$ cat src/nwk_pkg.sv
`timescale 1ns / 1ps
`default_nettype none
// ----------------------------------------------------------------------------
// nwk_pkg
// Shared types, constants and a helper function for the number-to-word-keys unit.
// ----------------------------------------------------------------------------
package nwk_pkg;

  localparam int unsigned VALUE_W = 32;
  localparam int unsigned KEY_W   = 30;
  localparam int unsigned DIGITS  = 10;
  localparam int unsigned BCD_W   = 4 * DIGITS;
  localparam int unsigned CNT_W   = 5;

  localparam logic [CNT_W-1:0] LAST_SHIFT = CNT_W'(VALUE_W - 1);

  localparam logic [KEY_W-1:0] KEY_HUNDRED  = KEY_W'(100);
  localparam logic [KEY_W-1:0] KEY_THOUSAND = KEY_W'(1000);
  localparam logic [KEY_W-1:0] KEY_MILLION  = KEY_W'(1000000);
  localparam logic [KEY_W-1:0] KEY_BILLION  = KEY_W'(1000000000);
  localparam logic [KEY_W-1:0] KEY_ZERO     = '0;

  localparam logic [1:0] GRP_UNITS     = 2'd0;
  localparam logic [1:0] GRP_THOUSANDS = 2'd1;
  localparam logic [1:0] GRP_MILLIONS  = 2'd2;
  localparam logic [1:0] GRP_BILLIONS  = 2'd3;

  typedef enum logic [1:0] {
    ST_IDLE,
    ST_CONV,
    ST_EMIT,
    ST_FLUSH
  } state_t;

  typedef enum logic [2:0] {
    PH_HUND,
    PH_CENT,
    PH_TENS,
    PH_UNIT,
    PH_SCALE
  } phase_t;

  typedef struct packed {
    logic             present;
    logic [KEY_W-1:0] key;
  } key_sel_t;

  // Tens digit times ten
  function automatic logic [6:0] tens_key(input logic [3:0] t);
    logic [6:0] k;
    begin
      case (t)
        4'd1:    k = 7'd10;
        4'd2:    k = 7'd20;
        4'd3:    k = 7'd30;
        4'd4:    k = 7'd40;
        4'd5:    k = 7'd50;
        4'd6:    k = 7'd60;
        4'd7:    k = 7'd70;
        4'd8:    k = 7'd80;
        4'd9:    k = 7'd90;
        default: k = 7'd0;
      endcase
      return k;
    end
  endfunction

endpackage
`default_nettype wire

$ cat src/nwk_bcd_conv.sv
`timescale 1ns / 1ps
`default_nettype none
// ----------------------------------------------------------------------------
// nwk_bcd_conv
// Iterative binary-to-BCD converter: one shift-and-add-3 step per cycle.
// ----------------------------------------------------------------------------
module nwk_bcd_conv (
  input  wire logic                           clk,
  input  wire logic                           rst,
  input  wire logic                           start,
  input  wire logic [nwk_pkg::VALUE_W-1:0]    value,
  output logic                                done,
  output logic      [nwk_pkg::BCD_W-1:0]      bcd
);

  logic [nwk_pkg::VALUE_W-1:0] bin;
  logic [nwk_pkg::CNT_W-1:0]   cnt;
  logic                        running;
  logic [nwk_pkg::BCD_W-1:0]   adj;

  // Add three to every digit of five or more before the shift
  always_comb begin
    for (int i = 0; i < nwk_pkg::DIGITS; i++) begin
      if (bcd[4*i +: 4] >= 4'd5) begin
        adj[4*i +: 4] = bcd[4*i +: 4] + 4'd3;
      end else begin
        adj[4*i +: 4] = bcd[4*i +: 4];
      end
    end
  end

  always_ff @(posedge clk) begin
    if (rst) begin
      running <= 1'b0;
      done    <= 1'b0;
      cnt     <= '0;
    end else begin
      done <= running && (cnt == nwk_pkg::LAST_SHIFT);
      if (start) begin
        running <= 1'b1;
        cnt     <= '0;
      end else if (running) begin
        cnt <= cnt + 1'b1;
        if (cnt == nwk_pkg::LAST_SHIFT) begin
          running <= 1'b0;
        end
      end
    end
  end

  always_ff @(posedge clk) begin
    if (start) begin
      bin <= value;
      bcd <= '0;
    end else if (running) begin
      bin <= {bin[nwk_pkg::VALUE_W-2:0], 1'b0};
      bcd <= {adj[nwk_pkg::BCD_W-2:0], bin[nwk_pkg::VALUE_W-1]};
    end
  end

endmodule
`default_nettype wire

$ cat src/nwk_key_sel.sv
`timescale 1ns / 1ps
`default_nettype none
// ----------------------------------------------------------------------------
// nwk_key_sel
// Picks the word key, if any, for one phase of one three-digit group.
// ----------------------------------------------------------------------------
module nwk_key_sel (
  input  wire logic [nwk_pkg::BCD_W-1:0] bcd,
  input  wire logic [1:0]                grp,
  input  wire nwk_pkg::phase_t           phase,
  output nwk_pkg::key_sel_t              sel
);

  logic [3:0] h, t, u;
  logic       nonzero;
  logic [6:0] small_key;
  logic [nwk_pkg::KEY_W-1:0] scale;

  always_comb begin
    unique case (grp)
      nwk_pkg::GRP_UNITS: begin
        h = bcd[11:8];  t = bcd[7:4];   u = bcd[3:0];
        scale = nwk_pkg::KEY_ZERO;
      end
      nwk_pkg::GRP_THOUSANDS: begin
        h = bcd[23:20]; t = bcd[19:16]; u = bcd[15:12];
        scale = nwk_pkg::KEY_THOUSAND;
      end
      nwk_pkg::GRP_MILLIONS: begin
        h = bcd[35:32]; t = bcd[31:28]; u = bcd[27:24];
        scale = nwk_pkg::KEY_MILLION;
      end
      default: begin
        h = 4'd0;       t = 4'd0;       u = bcd[39:36];
        scale = nwk_pkg::KEY_BILLION;
      end
    endcase
  end

  assign nonzero = (h != 4'd0) || (t != 4'd0) || (u != 4'd0);

  always_comb begin
    small_key = nwk_pkg::tens_key(t);
    sel       = '0;
    unique case (phase)
      nwk_pkg::PH_HUND: begin
        sel.present = (h != 4'd0);
        sel.key     = nwk_pkg::KEY_W'(h);
      end
      nwk_pkg::PH_CENT: begin
        sel.present = (h != 4'd0);
        sel.key     = nwk_pkg::KEY_HUNDRED;
      end
      nwk_pkg::PH_TENS: begin
        // Twenty and up: tens key only; below twenty: one key 1..19
        if (t >= 4'd2) begin
          sel.present = 1'b1;
          sel.key     = nwk_pkg::KEY_W'(small_key);
        end else begin
          sel.present = (t != 4'd0) || (u != 4'd0);
          sel.key     = nwk_pkg::KEY_W'(small_key + 7'(u));
        end
      end
      nwk_pkg::PH_UNIT: begin
        sel.present = (t >= 4'd2) && (u != 4'd0);
        sel.key     = nwk_pkg::KEY_W'(u);
      end
      nwk_pkg::PH_SCALE: begin
        sel.present = nonzero && (grp != nwk_pkg::GRP_UNITS);
        sel.key     = scale;
      end
      default: begin
        sel = '0;
      end
    endcase
  end

endmodule
`default_nettype wire

$ cat src/number_to_word_keys_unit.sv
`timescale 1ns / 1ps
`default_nettype none
// ----------------------------------------------------------------------------
// number_to_word_keys_unit
// Spells an unsigned 32-bit number as a stream of English word keys.
// ----------------------------------------------------------------------------
// Each accepted number is turned into ten decimal digits by a shift-and-add-3
// converter that takes one bit per cycle (32 shifts, then a registered done
// flag). A sequencer then walks the billions, millions, thousands and units
// groups, five phases per group (hundreds digit, hundred, tens or teen, unit,
// scale), one phase per cycle unless a stalled output holds it. A final
// flush state hands over the held key. Keys leave on the output channel in
// spoken order; the last key of a number has last_word set, and a zero input
// gives the single key 0. One key is held back in a pending register so
// that the final one can be flagged. in_ready falls when a number is
// accepted and rises again once the conversion, the walk and the flush are
// done, so no number is taken while another is being spelled. out_ready low
// stalls the unit only when a new key meets a held key while the output word
// cannot leave, or while the final key waits to go out; a stall during the
// conversion costs nothing. in_ready is high only while the unit is idle.
// The final word of a number may still wait when the next is accepted.
// ----------------------------------------------------------------------------
module number_to_word_keys_unit (
  input  wire logic                          clk,
  input  wire logic                          rst,
  input  wire logic                          in_valid,
  output logic                               in_ready,
  input  wire logic [nwk_pkg::VALUE_W-1:0]   value,
  output logic                               out_valid,
  input  wire logic                          out_ready,
  output logic      [nwk_pkg::KEY_W-1:0]     word_key,
  output logic                               last_word
);

  nwk_pkg::state_t state, state_next;
  nwk_pkg::phase_t phase, phase_next;
  logic [1:0]      grp, grp_next;

  logic [nwk_pkg::KEY_W-1:0] pend, pend_next;
  logic                      pend_valid, pend_valid_next;

  logic                      start;
  logic                      conv_done;
  logic [nwk_pkg::BCD_W-1:0] bcd;
  nwk_pkg::key_sel_t         sel;

  logic                      can_push;
  logic                      push;
  logic [nwk_pkg::KEY_W-1:0] push_key;
  logic                      push_last;

  // Decimal conversion by iterative shift-and-add-3 steps
  nwk_bcd_conv u_conv (
    .clk   (clk),
    .rst   (rst),
    .start (start),
    .value (value),
    .done  (conv_done),
    .bcd   (bcd)
  );

  // Key selection for the current group and phase
  nwk_key_sel u_sel (
    .bcd   (bcd),
    .grp   (grp),
    .phase (phase),
    .sel   (sel)
  );

  assign in_ready = (state == nwk_pkg::ST_IDLE);
  assign start    = in_valid && in_ready;
  // The output register can take a word when empty or draining this cycle
  assign can_push = !out_valid || out_ready;

  always_ff @(posedge clk) begin
    if (rst) begin
      state      <= nwk_pkg::ST_IDLE;
      phase      <= nwk_pkg::PH_HUND;
      grp        <= nwk_pkg::GRP_BILLIONS;
      pend_valid <= 1'b0;
    end else begin
      state      <= state_next;
      phase      <= phase_next;
      grp        <= grp_next;
      pend_valid <= pend_valid_next;
    end
  end

  always_ff @(posedge clk) begin
    pend <= pend_next;
  end

  always_comb begin
    state_next      = state;
    phase_next      = phase;
    grp_next        = grp;
    pend_next       = pend;
    pend_valid_next = pend_valid;
    push            = 1'b0;
    push_key        = pend;
    push_last       = 1'b0;

    unique case (state)
      nwk_pkg::ST_IDLE: begin
        if (start) begin
          state_next      = nwk_pkg::ST_CONV;
          phase_next      = nwk_pkg::PH_HUND;
          grp_next        = nwk_pkg::GRP_BILLIONS;
          pend_valid_next = 1'b0;
        end
      end
      nwk_pkg::ST_CONV: begin
        if (conv_done) begin
          state_next = nwk_pkg::ST_EMIT;
        end
      end
      nwk_pkg::ST_EMIT: begin
        // Hold the phase while a new key would displace a pending one that
        // cannot leave yet
        if (!(sel.present && pend_valid && !can_push)) begin
          if (sel.present) begin
            push            = pend_valid;
            pend_next       = sel.key;
            pend_valid_next = 1'b1;
          end
          unique case (phase)
            nwk_pkg::PH_HUND:  phase_next = nwk_pkg::PH_CENT;
            nwk_pkg::PH_CENT:  phase_next = nwk_pkg::PH_TENS;
            nwk_pkg::PH_TENS:  phase_next = nwk_pkg::PH_UNIT;
            nwk_pkg::PH_UNIT:  phase_next = nwk_pkg::PH_SCALE;
            nwk_pkg::PH_SCALE: begin
              phase_next = nwk_pkg::PH_HUND;
              if (grp == nwk_pkg::GRP_UNITS) begin
                state_next = nwk_pkg::ST_FLUSH;
              end else begin
                grp_next = grp - 2'd1;
              end
            end
            default: phase_next = nwk_pkg::PH_HUND;
          endcase
        end
      end
      nwk_pkg::ST_FLUSH: begin
        // Drop the held key out as the final word; zero spells as key 0
        if (can_push) begin
          push            = 1'b1;
          push_last       = 1'b1;
          push_key        = pend_valid ? pend : nwk_pkg::KEY_ZERO;
          pend_valid_next = 1'b0;
          state_next      = nwk_pkg::ST_IDLE;
        end
      end
      default: begin
        state_next = nwk_pkg::ST_IDLE;
      end
    endcase
  end

  // Output register
  always_ff @(posedge clk) begin
    if (rst) begin
      out_valid <= 1'b0;
    end else if (push) begin
      out_valid <= 1'b1;
    end else if (out_ready) begin
      out_valid <= 1'b0;
    end
  end

  always_ff @(posedge clk) begin
    if (push) begin
      word_key  <= push_key;
      last_word <= push_last;
    end
  end

endmodule
`default_nettype wire

$ cat config.mk
export PLATFORM = sky130hd
export DESIGN_NAME = number_to_word_keys_unit
export DESIGN_NICKNAME = d
export VERILOG_FILES = /design/src/nwk_pkg.sv /design/src/nwk_bcd_conv.sv /design/src/nwk_key_sel.sv /design/src/number_to_word_keys_unit.sv
export SDC_FILE = /design/constraint.sdc
export NUM_CORES = 1
export LEC_CHECK = 0
export BUFFER_PORTS_ARGS = -buffer_cell sky130_fd_sc_hd__buf_2
export CORE_ASPECT_RATIO = 1.5
export CORE_UTILIZATION = 65
export CTS_CLUSTER_DIAMETER = 40
export CTS_CLUSTER_SIZE = 20
export DETAILED_ROUTE_END_ITERATION = 10
export PLACE_DENSITY = 0.86
export SYNTH_ARGS = -nofsm -noshare
export SYNTH_HDL_FRONTEND = slang
export SYNTH_HIERARCHICAL = 1
export SYNTH_SLANG_ARGS = --single-unit
$ cat constraint.sdc
create_clock -name clk -period 6.4 [get_ports clk]
set_input_delay 1.28 -clock clk [delete_from_list [all_inputs] [get_ports clk]]
set_output_delay 1.28 -clock clk [all_outputs]
set_load 0.02 [all_outputs]
==> metrics.md <==
| Metric | Value |
|---|---|
| Final setup fails | 0 |
| Initial antenna violation count | 0 |
| Syn Area/Cell | 10.8 µm² |
| Detail-routed net length per standard cell | 17.0 µm |
| Switching share of power | 35.3% |
| ANT cells | 0 |
| Hold Buf Count CTS | 0 |
| Vias after detailed routing | 5704 |
| CP required | 6.54 ns |
| First-pass GRT wire length | 25.7 mm |
| Area share of the largest cell type after synthesis | 35.8% |
| Top cells by area, synth | edfxtp_1 36%, dfxtp_1 14%, ha_1 6.9% |
| Pins over their slew limit | 0 |
| DR pass1 iterations | 6 |
| Cts bufs inserted | 17 |
| RSZ-0062 raised after global routing | no |
| Worst Clk Skew | 0.00827 ns |
| YS warnings | 6 |
| Fraction of layout cells with a size suffix above 1 | 21.6% |
| Fmax achieved | 247 MHz |
| Net Switching | 1250 µW |
| Die width | 91.4 µm |
| Power density cells | 408 nW/µm² |
| Hold Crit Depth | 2 |
| Cells after DPL | 899 |
| Crit end category | flip-flop |
| Actual slew at the worst max-slew pin | 1.12 ns |
| Reg power frac | 42.3% |
| Num rows | 48 |
| Die ar. | 12400 µm² |
| Overall die height | 136 µm |
| GP Congestion | 0.955 |
| Clk root buf | clkbuf_16 |
| Yosys reg bits | 149 |
| CTS-repair resized insts | 0 |
| Clock power share | 27.1% |
| Multi-input combinational cell area | 3430 µm² |
| Starting Density | 67.2% |
| Main flop type after synthesis | edfxtp_1 |
| Final WL | 15.8 mm |
| Vias in the first global route | 5469 |
| Top post-synthesis cells by count | 93 x edfxtp_1, 56 x dfxtp_1, 50 x inv_1 |
| Fillers | 736 |
| Total GRT Usage | 26.5% |
| Final worst-path cycle share | 63.3% |
| Sequential area share after synthesis | 50.2% |
| DPL Wire Length | 10.7 mm |
| Area Growth Syn to Fin | 11.3% |
| Largest net degree at the start of global routing | 93 |
| Min Tclk post-route | 4.05 ns |
| Outcome | complete, no violations |
| Skew-Pair Late Insertion Delay | 0.42 ns |
| CTS clock-pin slew for the worst setup and hold paths | 0.06 ns |
| Drt via density | 6.13 |
| Post-route cell area | 8670 µm² |
| DRC | 0 |
| Syn Std Cell Area | 7790 µm² |
| Post-CTS setup buffers | 0 |
| Crit path kind | reg -> reg |
| Largest area contributor in the netlist | edfxtp_1 |
| Cell count after synthesis | 720 |
| Crit Path Max Fanout | 31 |
| Antenna Nets Post-Route | 0 |
| I/O pin count | 69 |
| P_int | 2290 µW |
| Hold WS | 0.478 ns |
| LEAKAGE | 0.00324 µW |
| TritonCTS clock tree | done |
| Comb power frac | 30.5% |
| CTS H-tree depth | 4 |
| Worst VDD drop | 307 µV |
| Most numerous cell in the Yosys netlist | edfxtp_1 |
| Yosys cell types | 64 |
| DRT iter0 DRCs | 452 |
| Bufs on Longest Clock Path | 2 |
| Dpl cell area | 8100 µm² |
| Max-slew headroom | 25.6% |
| Layout Cells excl Fill | 931 |
| # Max-Cap Violations | 0 |
| Final Hold Vio Count | 0 |
| Crit path launch type | flip-flop |
| Setup TNS Final | 0 ns |
| Clock Sinks | 149 |
| Arrival @ worst endpoint | 4.20 ns |
| Port Buffers | 68 |
| Sequential cell area | 3920 µm² |
| Layout net count | 848 |
| Depth of the most critical reg-to-reg path | 12 |
| Total gr overflow | 0 |
| Core Area | 11600 µm² |
| Number of synthesized flops with an enable pin | 93 |
| Post-synthesis async set-or-reset flop share | 0% |
| Hold WC Path Type | reg -> reg |
## critical path, stage by stage, from the launching register on
cell	delay, ns
dfxtp_1	0.43
inv_1	0.11
ha_1	0.37
a222oi_1	1.02
nand3_2	0.24
a21oi_4	0.32
o22a_1	0.19
o211ai_1	0.21
a21oi_1	0.22
nor2_1	0.07
a21oi_1	0.24
nor2_2	0.07
buf_4	0.25
## power groups by stage
stage | clock network [µW] | registers [µW] | logic [µW]
global route | 1010 | 1530 | 1180
CTS | 970 | 1490 | 1060
floorplan | 0 | 1430 | 859
detailed placement | 0 | 1510 | 1040
global placement | 0 | 1490 | 960
finish | 959 | 1500 | 1080
## per-layer routing
layer	routed length (µm)	GRT usage, %
met2	8710	49.3
met4	332	12.3
met1	6090	28.5
met5	0	0
met3	696	5.31
## state kept, by name, indices dropped and copies added (netlist names)
| register | flops |
|---|---|
| phase | 3 |
| last_word | 1 |
| word_key | 30 |
| u_conv/done | 1 |
| u_conv/bcd | 40 |
| u_conv/cnt | 5 |
| pend_valid | 1 |
| grp | 2 |
| out_valid | 1 |
| u_conv/bin | 32 |
| u_conv/running | 1 |
| state | 2 |
| pend | 30 |
## kinds of logic (layout without fill, tap and decap cells)
kind of cell    Yosys count  count (layout)  synth area share (%)
compound gates          168             168                  15.2
xor+xnor                  6               6                 0.675
fa+ha+maj                44              44                  7.16
buf+inv                 100             156                  6.09
flops                   149             149                  50.2
mux                      40              40                  5.64
other cells               1               6                0.0481
simple gates            212             212                  15.0
## final cells by class
type	instances	area share, %
inverters	51	2.21
clock buffers	18	4.95
multi-input cells	476	39.5
repair buffers	73	4.36
flip-flops and latches	149	45.1
well taps	150	2.16
clock inverters	14	1.64
## placed cells by master (no fill, tap or decap), types with 9 or more instances in the layout
master / instances
edfxtp_1: 93
mux2_2: 31
ha_1: 43
nor2_1: 35
nand3_1: 12
nand2b_1: 13
o21ai_1: 14
o32ai_1: 9
and2_1: 34
a21oi_1: 44
nor2b_1: 14
nor3_1: 17
mux2i_1: 9
buf_2: 68
o21ai_0: 27
dfxtp_1: 55
clkbuf_16: 17
nand4_1: 10
inv_1: 50
nand2_1: 32
a222oi_1: 12
## worst paths after layout
kind,slack [ns],from,to
worst max register to register,2.35,grp[0],word_key[5]
worst min register to register,0.48,u_conv/bcd[39],u_conv/bcd[39]
worst max-delay path,2.35,grp[0],word_key[5]
worst min-delay path,0.48,u_conv/bcd[39],u_conv/bcd[39]
## per-stage QoR
step,setup WS [ns],power (µW),util (%)
after detailed placement,2.54,2550,69.9
after CTS,2.42,3520,74.8
after floorplan,2.26,2290,-
final,2.35,3540,74.8
after global placement,2.76,2450,69.9
after global routing,2.04,3720,74.8
No activity file was read; power rests on OpenSTA's default activity.
